==> src/rtl/lcdseq_pkg.sv <==
// ----------------------------------------------------------------------------
// LCD sequencer package
// Operation codes, microcode word format and the microprogram table.
// ----------------------------------------------------------------------------
package lcdseq_pkg;

   typedef enum logic [3:0] {
      ACT_INIT      = 4'd0,
      ACT_CLEAR     = 4'd1,
      ACT_HOME      = 4'd2,
      ACT_MOVE      = 4'd3,
      ACT_DISPLAY   = 4'd4,
      ACT_CURSOR    = 4'd5,
      ACT_BLINK     = 4'd6,
      ACT_BACKLIGHT = 4'd7,
      ACT_AUTOSCRL  = 4'd8,
      ACT_SCRL_LEFT = 4'd9,
      ACT_SCRL_RGHT = 4'd10,
      ACT_LTR       = 4'd11,
      ACT_RTL       = 4'd12,
      ACT_GLYPH     = 4'd13,
      ACT_CHAR      = 4'd14,
      ACT_NONE      = 4'd15
   } action_type;

   typedef enum logic [1:0] {
      KIND_BYTE  = 2'd0,
      KIND_NIB   = 2'd1,
      KIND_VALUE = 2'd2
   } kind_type;

   typedef enum logic [2:0] {
      SRC_CONST     = 3'd0,
      SRC_FUNC      = 3'd1,
      SRC_DISP      = 3'd2,
      SRC_ENTRY     = 3'd3,
      SRC_MOVE      = 3'd4,
      SRC_GLYPH_CMD = 3'd5,
      SRC_GLYPH_ROW = 3'd6,
      SRC_CHAR      = 3'd7
   } src_type;

   typedef enum logic [2:0] {
      W_NONE  = 3'd0,
      W_100   = 3'd1,
      W_2000  = 3'd2,
      W_4500  = 3'd3,
      W_50000 = 3'd4
   } wait_type;

   typedef struct packed {
      kind_type   kind;
      src_type    src;
      logic [7:0] konst;
      logic       sel;
      wait_type   xwait;
      logic       repeat_row;
      logic       last;
   } ucode_type;

   localparam int PcWidth = 5;
   typedef logic [PcWidth-1:0] pc_type;

   localparam pc_type PC_INIT      = 5'd0;
   localparam pc_type PC_CLEAR     = 5'd9;
   localparam pc_type PC_HOME      = 5'd10;
   localparam pc_type PC_MOVE      = 5'd11;
   localparam pc_type PC_DISP      = 5'd12;
   localparam pc_type PC_ENTRY     = 5'd13;
   localparam pc_type PC_BACKLIGHT = 5'd14;
   localparam pc_type PC_SCRL_LEFT = 5'd15;
   localparam pc_type PC_SCRL_RGHT = 5'd16;
   localparam pc_type PC_GLYPH     = 5'd17;
   localparam pc_type PC_CHAR      = 5'd19;

   localparam logic [7:0] EnBit   = 8'h04;
   localparam logic [15:0] EnWait = 16'd20;

   function automatic logic [15:0] wait_us(input wait_type w);
      logic [15:0] r;
      case (w)
         W_NONE:  r = 16'd0;
         W_100:   r = 16'd100;
         W_2000:  r = 16'd2000;
         W_4500:  r = 16'd4500;
         W_50000: r = 16'd50000;
         default: r = 16'd0;
      endcase
      return r;
   endfunction

   function automatic logic [7:0] line_base(input logic [1:0] r);
      logic [7:0] b;
      case (r)
         2'd0:    b = 8'h00;
         2'd1:    b = 8'h40;
         2'd2:    b = 8'h14;
         2'd3:    b = 8'h54;
         default: b = 8'h00;
      endcase
      return b;
   endfunction

   function automatic pc_type entry_pc(input action_type a);
      pc_type p;
      case (a)
         ACT_INIT:                          p = PC_INIT;
         ACT_CLEAR:                         p = PC_CLEAR;
         ACT_HOME:                          p = PC_HOME;
         ACT_MOVE:                          p = PC_MOVE;
         ACT_DISPLAY, ACT_CURSOR, ACT_BLINK: p = PC_DISP;
         ACT_BACKLIGHT:                     p = PC_BACKLIGHT;
         ACT_AUTOSCRL, ACT_LTR, ACT_RTL:    p = PC_ENTRY;
         ACT_SCRL_LEFT:                     p = PC_SCRL_LEFT;
         ACT_SCRL_RGHT:                     p = PC_SCRL_RGHT;
         ACT_GLYPH:                         p = PC_GLYPH;
         ACT_CHAR:                          p = PC_CHAR;
         default:                           p = PC_INIT;
      endcase
      return p;
   endfunction

   // Fields: kind, source, constant, select, extra wait, repeat per glyph row, last.
   function automatic ucode_type ucode_rom(input pc_type pc);
      ucode_type u;
      case (pc)
         5'd0:  u = '{KIND_BYTE,  SRC_CONST,     8'h00, 1'b0, W_50000, 1'b0, 1'b0};
         5'd1:  u = '{KIND_NIB,   SRC_CONST,     8'h30, 1'b0, W_4500,  1'b0, 1'b0};
         5'd2:  u = '{KIND_NIB,   SRC_CONST,     8'h30, 1'b0, W_4500,  1'b0, 1'b0};
         5'd3:  u = '{KIND_NIB,   SRC_CONST,     8'h30, 1'b0, W_4500,  1'b0, 1'b0};
         5'd4:  u = '{KIND_NIB,   SRC_CONST,     8'h20, 1'b0, W_100,   1'b0, 1'b0};
         5'd5:  u = '{KIND_VALUE, SRC_FUNC,      8'h00, 1'b0, W_NONE,  1'b0, 1'b0};
         5'd6:  u = '{KIND_VALUE, SRC_DISP,      8'h00, 1'b0, W_NONE,  1'b0, 1'b0};
         5'd7:  u = '{KIND_VALUE, SRC_CONST,     8'h01, 1'b0, W_2000,  1'b0, 1'b0};
         5'd8:  u = '{KIND_VALUE, SRC_ENTRY,     8'h00, 1'b0, W_4500,  1'b0, 1'b1};
         5'd9:  u = '{KIND_VALUE, SRC_CONST,     8'h01, 1'b0, W_2000,  1'b0, 1'b1};
         5'd10: u = '{KIND_VALUE, SRC_CONST,     8'h02, 1'b0, W_2000,  1'b0, 1'b1};
         5'd11: u = '{KIND_VALUE, SRC_MOVE,      8'h00, 1'b0, W_NONE,  1'b0, 1'b1};
         5'd12: u = '{KIND_VALUE, SRC_DISP,      8'h00, 1'b0, W_NONE,  1'b0, 1'b1};
         5'd13: u = '{KIND_VALUE, SRC_ENTRY,     8'h00, 1'b0, W_NONE,  1'b0, 1'b1};
         5'd14: u = '{KIND_BYTE,  SRC_CONST,     8'h00, 1'b0, W_NONE,  1'b0, 1'b1};
         5'd15: u = '{KIND_VALUE, SRC_CONST,     8'h18, 1'b0, W_NONE,  1'b0, 1'b1};
         5'd16: u = '{KIND_VALUE, SRC_CONST,     8'h1C, 1'b0, W_NONE,  1'b0, 1'b1};
         5'd17: u = '{KIND_VALUE, SRC_GLYPH_CMD, 8'h00, 1'b0, W_NONE,  1'b0, 1'b0};
         5'd18: u = '{KIND_VALUE, SRC_GLYPH_ROW, 8'h00, 1'b1, W_NONE,  1'b1, 1'b1};
         5'd19: u = '{KIND_VALUE, SRC_CHAR,      8'h00, 1'b1, W_NONE,  1'b0, 1'b1};
         default: u = '{KIND_BYTE, SRC_CONST,    8'h00, 1'b0, W_NONE,  1'b0, 1'b1};
      endcase
      return u;
   endfunction

endpackage

==> src/rtl/char_lcd_nibble_command_sequencer.sv <==
// ----------------------------------------------------------------------------
// Character LCD nibble command sequencer
// Turns LCD operations into the port-expander bytes of a 4-bit display bus.
// ----------------------------------------------------------------------------
// One operation is taken per request transfer and answered with a run of
// response transfers, one expander byte each, the final one flagged by
// rsp_last. A microprogram step counter walks a small table; each step emits
// one byte, one nibble (three bytes) or one full command or data byte (six
// bytes), one byte per cycle while the response side keeps up. A new request
// is taken once the last byte of the previous one sits in the output
// register; the ACT_NONE operation code is taken and produces nothing.
module char_lcd_nibble_command_sequencer (
   input  logic        clock,
   input  logic        reset,
   input  logic        req_valid,
   output logic        req_ready,
   input  logic [3:0]  req_action,
   input  logic [1:0]  req_row,
   input  logic [5:0]  req_column,
   input  logic        req_enable_flag,
   input  logic [2:0]  req_glyph_slot,
   input  logic [63:0] req_glyph_rows,
   input  logic [7:0]  req_char_code,
   output logic        rsp_valid,
   input  logic        rsp_ready,
   output logic [7:0]  rsp_expander_byte,
   output logic [15:0] rsp_wait_after_us,
   output logic        rsp_last,
   input  logic        csr_valid,
   output logic        csr_ready,
   input  logic [2:0]  csr_row_count
);
   import lcdseq_pkg::*;

   logic [2:0]  row_count_ff, row_count_in;
   logic [2:0]  disp_ff, disp_in;
   logic [1:0]  entry_ff, entry_in;
   logic        bl_ff, bl_in;
   logic        busy_ff, busy_in;
   pc_type      pc_ff, pc_in;
   logic [2:0]  sub_ff, sub_in;
   logic [2:0]  gidx_ff, gidx_in;

   logic [1:0]  row_ff, row_in;
   logic [5:0]  col_ff, col_in;
   logic [2:0]  slot_ff, slot_in;
   logic [63:0] glyph_ff, glyph_in;
   logic [7:0]  char_ff, char_in;

   logic        rsp_valid_ff, rsp_valid_in;
   logic [7:0]  byte_ff, byte_in;
   logic [15:0] wait_ff, wait_in;
   logic        last_ff, last_in;

   ucode_type   uc;
   action_type  act;
   logic        accept, advance, step_done, repeat_now;
   logic [7:0]  value, nib, out_byte, bl_mask;
   logic [1:0]  phase;
   logic [1:0]  move_row;
   logic [2:0]  disp_mask;
   logic [15:0] out_wait;

   always_ff @(posedge clock) begin
      if (reset) begin
         row_count_ff <= 3'd2;
         disp_ff      <= '0;
         entry_ff     <= '0;
         bl_ff        <= 1'b0;
         busy_ff      <= 1'b0;
         pc_ff        <= '0;
         sub_ff       <= '0;
         gidx_ff      <= '0;
         rsp_valid_ff <= 1'b0;
      end else begin
         row_count_ff <= row_count_in;
         disp_ff      <= disp_in;
         entry_ff     <= entry_in;
         bl_ff        <= bl_in;
         busy_ff      <= busy_in;
         pc_ff        <= pc_in;
         sub_ff       <= sub_in;
         gidx_ff      <= gidx_in;
         rsp_valid_ff <= rsp_valid_in;
      end
   end

   always_ff @(posedge clock) begin
      row_ff   <= row_in;
      col_ff   <= col_in;
      slot_ff  <= slot_in;
      glyph_ff <= glyph_in;
      char_ff  <= char_in;
      byte_ff  <= byte_in;
      wait_ff  <= wait_in;
      last_ff  <= last_in;
   end

   assign req_ready         = ~busy_ff;
   assign csr_ready         = 1'b1;
   assign rsp_valid         = rsp_valid_ff;
   assign rsp_expander_byte = byte_ff;
   assign rsp_wait_after_us = wait_ff;
   assign rsp_last          = last_ff;

   assign act     = action_type'(req_action);
   assign accept  = req_valid & ~busy_ff;
   assign advance = busy_ff & (~rsp_valid_ff | rsp_ready);
   assign uc      = ucode_rom(pc_ff);
   assign bl_mask = {4'b0000, bl_ff, 3'b000};

   always_comb begin
      case (act)
         ACT_DISPLAY: disp_mask = 3'b100;
         ACT_CURSOR:  disp_mask = 3'b010;
         ACT_BLINK:   disp_mask = 3'b001;
         default:     disp_mask = 3'b000;
      endcase

      if ({1'b0, row_ff} >= row_count_ff) begin
         move_row = (row_count_ff == 3'd0) ? 2'd0 : 2'(row_count_ff - 3'd1);
      end else begin
         move_row = row_ff;
      end

      case (uc.src)
         SRC_CONST:     value = uc.konst;
         SRC_FUNC:      value = (row_count_ff > 3'd1) ? 8'h28 : 8'h24;
         SRC_DISP:      value = {5'b00001, disp_ff};
         SRC_ENTRY:     value = {6'b000001, entry_ff};
         SRC_MOVE:      value = 8'h80 | ({2'b00, col_ff} + line_base(move_row));
         SRC_GLYPH_CMD: value = {2'b01, slot_ff, 3'b000};
         SRC_GLYPH_ROW: value = glyph_ff[{gidx_ff, 3'b000} +: 8];
         SRC_CHAR:      value = char_ff;
         default:       value = uc.konst;
      endcase

      case (uc.kind)
         KIND_BYTE: begin
            step_done = 1'b1;
            phase     = 2'd0;
            nib       = 8'h00;
         end
         KIND_NIB: begin
            step_done = (sub_ff == 3'd2);
            phase     = sub_ff[1:0];
            nib       = uc.konst;
         end
         default: begin
            step_done = (sub_ff == 3'd5);
            if (sub_ff >= 3'd3) begin
               phase = 2'(sub_ff - 3'd3);
               nib   = {value[3:0], 3'b000, uc.sel};
            end else begin
               phase = sub_ff[1:0];
               nib   = {value[7:4], 3'b000, uc.sel};
            end
         end
      endcase

      if (uc.kind == KIND_BYTE) begin
         out_byte = bl_mask;
         out_wait = wait_us(uc.xwait);
      end else begin
         case (phase)
            2'd0:    out_byte = nib | bl_mask;
            2'd1:    out_byte = nib | EnBit | bl_mask;
            default: out_byte = (nib & ~EnBit) | bl_mask;
         endcase
         if (phase == 2'd0) begin
            out_wait = 16'd0;
         end else if (step_done) begin
            out_wait = EnWait + wait_us(uc.xwait);
         end else begin
            out_wait = EnWait;
         end
      end

      repeat_now = uc.repeat_row & (gidx_ff != 3'd7);

      row_count_in = (csr_valid) ? csr_row_count : row_count_ff;
      disp_in      = disp_ff;
      entry_in     = entry_ff;
      bl_in        = bl_ff;
      busy_in      = busy_ff;
      pc_in        = pc_ff;
      sub_in       = sub_ff;
      gidx_in      = gidx_ff;
      row_in       = row_ff;
      col_in       = col_ff;
      slot_in      = slot_ff;
      glyph_in     = glyph_ff;
      char_in      = char_ff;
      byte_in      = byte_ff;
      wait_in      = wait_ff;
      last_in      = last_ff;
      rsp_valid_in = rsp_valid_ff & ~rsp_ready;

      if (accept) begin
         row_in   = req_row;
         col_in   = req_column;
         slot_in  = req_glyph_slot;
         glyph_in = req_glyph_rows;
         char_in  = req_char_code;
         pc_in    = entry_pc(act);
         sub_in   = '0;
         gidx_in  = '0;
         busy_in  = (act != ACT_NONE);
         case (act)
            ACT_INIT: begin
               bl_in    = 1'b1;
               disp_in  = 3'b100;
               entry_in = 2'b10;
            end
            ACT_DISPLAY, ACT_CURSOR, ACT_BLINK: begin
               disp_in = req_enable_flag ? (disp_ff | disp_mask) : (disp_ff & ~disp_mask);
            end
            ACT_BACKLIGHT: bl_in       = req_enable_flag;
            ACT_AUTOSCRL:  entry_in[0] = req_enable_flag;
            ACT_LTR:       entry_in[1] = 1'b1;
            ACT_RTL:       entry_in[1] = 1'b0;
            default: begin
            end
         endcase
      end

      if (advance) begin
         rsp_valid_in = 1'b1;
         byte_in      = out_byte;
         wait_in      = out_wait;
         last_in      = step_done & uc.last & ~repeat_now;
         if (!step_done) begin
            sub_in = sub_ff + 3'd1;
         end else begin
            sub_in = '0;
            if (repeat_now) begin
               gidx_in = gidx_ff + 3'd1;
            end else if (uc.last) begin
               busy_in = 1'b0;
            end else begin
               pc_in = pc_ff + 5'd1;
            end
         end
      end
   end

endmodule

==> config.mk <==
export PLATFORM = sky130hd
export DESIGN_NAME = char_lcd_nibble_command_sequencer
export DESIGN_NICKNAME = d
export VERILOG_FILES = /design/src/rtl/lcdseq_pkg.sv /design/src/rtl/char_lcd_nibble_command_sequencer.sv
export SDC_FILE = /design/constraint.sdc
export NUM_CORES = 1
export LEC_CHECK = 0
export ABC_AREA = 1
export BUFFER_PORTS_ARGS = -buffer_cell sky130_fd_sc_hd__clkbuf_2
export CAP_MARGIN = 20
export CELL_PAD_IN_SITES_DETAIL_PLACEMENT = 1
export CELL_PAD_IN_SITES_GLOBAL_PLACEMENT = 1
export CORE_MARGIN = 1
export CORE_UTILIZATION = 36
export DETAILED_ROUTE_END_ITERATION = 8
export PLACE_DENSITY = 0.75
export SYNTH_ARGS = -nofsm -noshare
export SYNTH_HDL_FRONTEND = slang
export SYNTH_SLANG_ARGS = --single-unit
==> constraint.sdc <==
create_clock -name clock -period 7.1 [get_ports clock]
set_input_delay 0.355 -clock clock [delete_from_list [all_inputs] [get_ports clock]]
set_output_delay 0.355 -clock clock [all_outputs]
set_load 0.02 [all_outputs]
Yosys cells after proc, flatten, opt, wreduce, memory -nomap -nowiden
Memories as Yosys holds them, arrays and structs flattened. A register that Yosys moved wholly into a read port is not among the register bits.
Cells that the tools add are included.

storage, ports and cells
  memory bits (read-only) = 624
  memories = 2
  bits in registers = 130
  bits of input ports = 96
  word-level logic and storage cells = 138

operators by class
  multiplexer cells = 45
  reductions and logical operators = 17
  eq/ne operators = 27
  add/subtract/negate cells = 7
  $lt $le $gt $ge = 3
  bitwise operators = 17
  shift-type cells = 1

memory list
  memory            depth  bits a word  read ports  clocked after memory_dff  wr ports  RTL line           RTL
  (name not given)  32     17           1           1                         0         lcdseq_pkg.sv:126  case (pc)
  (name not given)  16     5            1           0                         0         lcdseq_pkg.sv:106  case (a)

operators by type and width
  operator               number
  $mux 16                6
  $pmux 16 s4            1
  $pmux 8 s8             1
  $shiftx 64x7->8        1
  $pmux 8 s2             2
  $mux 5                 6
  $pmux 7 s4             1
  $mux 3                 8
  $or 8x4->8             3
  $eq 3x3->1 const B     6
  $add 5x16->16 const A  1
  $eq 4x3->1 const B     4
  $eq 3x2->1 const B     5
  $eq 4x4->1 const B     3
  $reduce_bool 2->1      5
  $pmux 3 s3             1
  $mux 4                 2
  $mux 8                 1
  $pmux 1 s2             4
  $reduce_and 2->1       4
  $add 6x7->7            1
  $mux 7                 1
  $add 3x1->3 const B    2
  $and 1x1->1            6
  25 further kinds       42

Logic depth before layout (Yosys ltp)
  depth in word-level cells = 13
  mapped depth = 19
  mapped depth without buffers = 19

Worst setup path after synthesis
No wires, ideal clock.

  path type = flip-flop to flip-flop
  start point = reg busy_ff
  end point = reg uc[3] (netlist name)
  arrival time = 2.574 ns
  slack = 4.417 ns
  path buffers = 1
  period minus slack after synthesis = 2.683 ns
  stages on the path, launching flop included = 12
  cell sequence = dfxtp_1 inv_1 nand2_1 inv_1 buf_2 o21ai_0 a21oi_1 nand2_2 o21ai_0 nand3_1 nand2_1 inv_1

between the ends
  word-level cells in the longest chain between the ends = 8
  elaborated cells on any way between the ends = 9
  classes of those cells = mux (6); bitwise (3)

ends and longest elaborated chain
  element                   RTL line                                  RTL
  start: declaration        char_lcd_nibble_command_sequencer.sv:39   logic busy_ff, busy_in;
  start signal: assignment  char_lcd_nibble_command_sequencer.sv:80   busy_ff <= busy_in;
  $not 1->1 *               --
  named net req_ready       char_lcd_nibble_command_sequencer.sv:16   output logic req_ready,
  $and 1x1->1 *             char_lcd_nibble_command_sequencer.sv:107  assign accept = req_valid & ~busy_ff;
  named net accept          char_lcd_nibble_command_sequencer.sv:57   logic accept, advance, step_done, repeat_now;
  $mux 5 *                  char_lcd_nibble_command_sequencer.sv:199  if (accept) begin
  $mux 5                    char_lcd_nibble_command_sequencer.sv:238  end else if (uc.last) begin
  $mux 5                    char_lcd_nibble_command_sequencer.sv:236  if (repeat_now) begin
  $mux 5                    char_lcd_nibble_command_sequencer.sv:232  if (!step_done) begin
  $mux 5 *                  char_lcd_nibble_command_sequencer.sv:227  if (advance) begin
  $mux 5 (no line) *        --

The timed path passes the listed nets; every way through them passes the cells marked *.
A chain may end at the register's enable or synchronous reset.

Worst setup path after layout
  start point = reg row_count_ff[1]
  end point = reg byte_ff[7], in the netlist rsp_expander_byte[7], data pin

between the ends
  word-level cells in the longest chain between the ends = 12
  elaborated cells on any way between the ends = 21
  classes of those cells = add/sub (2); order compare (2); eq/ne (3); mux (9); bitwise (3); reduce/logical (2)

ends and longest elaborated chain
  element                                         RTL line                                                                                                                      RTL
  start: declaration                              char_lcd_nibble_command_sequencer.sv:35                                                                                       logic [2:0] row_count_ff, row_count_in;
  start signal: assignment                        char_lcd_nibble_command_sequencer.sv:76                                                                                       row_count_ff <= row_count_in;
  $sub 2x1->2 or $logic_not 3->1 (tied branches)  char_lcd_nibble_command_sequencer.sv:121                                                                                      move_row = (row_count_ff == 3'd0) ? 2'd0 : 2'(row_count_ff - 3'd1);
  $mux 2                                          char_lcd_nibble_command_sequencer.sv:121
  $mux 2                                          char_lcd_nibble_command_sequencer.sv:120                                                                                      if ({1'b0, row_ff} >= row_count_ff) begin
  $eq 2x2->1, or another cell as far along        lcdseq_pkg.sv:94                                                                                                              case (r)
  $pmux 7 s4                                      lcdseq_pkg.sv:94
  $mux 7                                          char_lcd_nibble_command_sequencer.sv:126                                                                                      case (uc.src)
  $add 6x7->7                                     char_lcd_nibble_command_sequencer.sv:131                                                                                      SRC_MOVE: value = 8'h80 | ({2'b00, col_ff} + line_base(move_row));
  $pmux 8 s8 *                                    char_lcd_nibble_command_sequencer.sv:126
  $mux 8 *                                        char_lcd_nibble_command_sequencer.sv:151                                                                                      if (sub_ff >= 3'd3) begin
  $pmux 8 s2 *                                    char_lcd_nibble_command_sequencer.sv:138                                                                                      case (uc.kind)
  $or 8x4->8, on equally long branches            char_lcd_nibble_command_sequencer.sv:168, char_lcd_nibble_command_sequencer.sv:166, char_lcd_nibble_command_sequencer.sv:167
  $pmux 8 s2 *                                    char_lcd_nibble_command_sequencer.sv:165                                                                                      case (phase)
  end signal: assignment                          char_lcd_nibble_command_sequencer.sv:94                                                                                       byte_ff <= byte_in;
  end: declaration                                char_lcd_nibble_command_sequencer.sv:51                                                                                       logic [7:0] byte_ff, byte_in;

Mark *: on every way between the ends. The rest lies on a longest branch, timed or not. The select of a mux whose other input is x is not followed.

==> metrics.txt <==
YS warnings 0; unrepaired setup endpoints after global routing no; initial antenna violation count 1; sequential power share approximately two fifths; area grow syn2layout 22.1%; Clock Power Share between 30% and 40%; sequential fraction of the synthesis area around 59%; required time worst endpoint between 7 and 8 ns; ys async rst share 0%; crit path kind register to register; Leak 3.34 nW; Syn Std Cell Area between 6000 and 7000 um2; GRT met2 Usage about a third; Finish-stage setup viols 0; worst vdd ir approximately 0.00019 V; PnR worst setup slack 4.29 ns; final wirelength 16.9 mm; Core Region 17500 um2; CTS max path bufs 2; multi-input logic area 2240 um2; share of cells above drive strength 1 22.6%; Reg area 3880 um2; Power Dens Cells approximately 320 nW/um2; worst slack at placement 4.31 ns; vias per cell 5.01; switch share a little under a third; Rows 48; Psw 0.000796 W; Pint 0.00173 W; final std cells w/o fill 1025; hold depth 1; I/O pin cnt about 120; CP Launch Type register; Die Area 18700 um2; Max Transition Viols Final 0; Worst Path Arrival between 2 and 3 ns; # resized after CTS 0; Worst-Margin Slew 0.985 ns; final worst-path cycle share a little under 40%; Final Critical Period ~2.8 ns; Syn Inst Count 663; Hold Vio Cnt, Final 0; H-tree depth 4; Worst-path clk slew around 0.07 ns; CTS Buf Count 17; instance count on the critical path 17; Fin Setup TNS 0 ns; total iterations of the first detailed-routing run 4; CP cell instances inv_1, ha_1, inv_1, nor2_1, nand2_1, nand2_1, nand2_1, nand2_1, inv_1, ha_1, ha_1, a21oi_1, o22ai_1, a221oi_1, nand2_1, o211ai_1, a21oi_1; vias 5137; number of setup buffers added after CTS 0; CTS root buf clkbuf_16; worst hold slack about 0.10 ns; Top cell by count, worst path nand2_1; max-cap viol count 0; DP Cell Count 993; pin count of the biggest net entering global routing 55; Diodes inserted 0; GRT met1 Usage between 20% and 30%; Synth cell types 42; number of global-route vias before repair 5245; PortBufs 119; drt wl/cell around 16 um; Hold Path Class primary input to register; GR peak layer met2; routability cong. 0.843; Die W 137 um; CP Capture Type register; initial core utilization 37.4%; Rel. slew slack 34.3%; buffers and inverters on the worst path 3; delay-heaviest family, CP adder cells; drc violations 0; Yosys reg bits around 140; Final ANT Viol Nets 0; number of flops mapped to enable cells by yosys around 100; GRT met3 Usage under 10%; commonest non-fill, non-tap cell in the layout clkbuf_2; hold buffer count at CTS 0; FMAX approximately 0.36 GHz; # clock sinks 142; GRT Total Usage around a fifth; slowest stage cell, crit path dfxtp_1; CTS tree built; synthesized area per cell between 9 and 10 um2; outcome complete, no violations; Starting DRT DRC Count 196; combinational power share 20.7%; commonest non-fill, non-tap cells in the layout clkbuf_2 (119), edfxtp_1 (104), nor2_1 (88); max incr delay on CP about 0.37 ns; Clock Latency Late Sink approximately 0.43 ns; R2R depth 17; hpwl dp about 12 mm; total global routing overflow 0; Die Ht between 100 and 150 um; CP max FO 4; fill count 2006; final net count 900; first-pass GRT wire length 26.7 mm; Main synth FF type edfxtp_1; Clock Skew roughly 0.013 ns
==> cells by family after synthesis <==
group / count (synthesis) / synth area share [%]
AO/OA/AOI/OAI: 146 / 13.1
XOR/XNOR: 4 / 0.537
adder cells (fa/ha/maj): 17 / 3.26
buffers and inverters: 104 / 6.36
flip-flops: 142 / 59.5
other: 2 / 0.115
AND/OR/NAND/NOR: 248 / 17.2
==> layout make-up <==
class | count | area share [%]
clock buffers | 17 | 5.34
clock inverters | 15 | 2.50
inverters | 83 | 3.92
multi-input cells | 420 | 28.1
flip-flops and latches | 142 | 48.7
well taps | 225 | 3.53
repair buffers | 123 | 7.85
==> synth_stat cells (all sizes together) (2+ instances only) <==
| library cell | count | area, um2 |
|---|---|---|
| a21oi | 35 | 175 |
| a221oi | 2 | 17.5 |
| a22oi | 3 | 22.5 |
| a31oi | 3 | 18.8 |
| buf | 10 | 62.6 |
| clkbuf | 11 | 41.3 |
| conb | 2 | 7.51 |
| dfxtp | 38 | 761 |
| edfxtp | 104 | 3120 |
| ha | 17 | 213 |
| inv | 82 | 308 |
| nand2 | 88 | 350 |
| nand3 | 42 | 250 |
| nand4 | 8 | 50.1 |
| nor2 | 92 | 360 |
| nor3 | 12 | 70.1 |
| nor4 | 2 | 12.5 |
| o211ai | 19 | 161 |
| o21ai | 67 | 335 |
| o221ai | 4 | 35.0 |
| o22ai | 10 | 62.6 |
| or2 | 2 | 12.5 |
| xnor2 | 2 | 17.5 |
| xor2 | 2 | 17.5 |
==> flip-flops by register name, summed over array words and instances (netlist names) <==
signal / flops
glyph_ff: 64
uc: 16
rsp_wait_after_us: 12
char_ff: 8
rsp_expander_byte: 8
col_ff: 6
pc_ff: 5
disp_ff: 3
gidx_ff: 3
row_count_ff: 3
slot_ff: 3
sub_ff: 3
entry_ff: 2
row_ff: 2
bl_ff: 1
busy_ff: 1
rsp_last: 1
rsp_valid: 1
==> power by group through the flow <==
stage / Clock (W) / Sequential, W / Combinational (W)
3_3_place_gp: 0 / 0.00108 / 0.000508
2_1_floorplan: 0 / 0.00108 / 0.000350
6_report: 0.000944 / 0.00106 / 0.000524
5_1_grt: 0.000998 / 0.00107 / 0.000597
3_5_place_dp: 0 / 0.00108 / 0.000521
4_1_cts: 0.000964 / 0.00106 / 0.000529
==> path summary, 6_finish.rpt <==
| check | from | end | slack [ns] |
|---|---|---|---|
| min reg2reg | entry_ff[1]$_SDFFE_PP0P_ | entry_ff[1]$_SDFFE_PP0P_ | 0.48 |
| max | row_count_ff[1]$_SDFFE_PP1P_ | rsp_expander_byte[7]$_SDFFCE_PP0P_ | 4.29 |
| max reg2reg | row_count_ff[1]$_SDFFE_PP1P_ | rsp_expander_byte[7]$_SDFFCE_PP0P_ | 4.29 |
| min | req_glyph_rows[10] | glyph_ff[10]$_DFFE_PP_ | 0.10 |
==> metrics by stage <==
step,utilization (%),cell area (um2),power [W]
floorplan,-,6540,0.00143
global placement,42.0,7350,0.00158
detailed placement,42.0,7350,0.00160
CTS,45.6,7970,0.00256
global route,45.6,7970,0.00267
finish,45.6,7970,0.00253
==> per-layer routing <==
metal | wire length (um) | vias up
li1 | - | 2543
met1 | 7600 | 2463
met2 | 8440 | 119
met3 | 683 | 12
met4 | 187 | 0
met5 | 0 | -
Power figures use the tool's default switching activity.
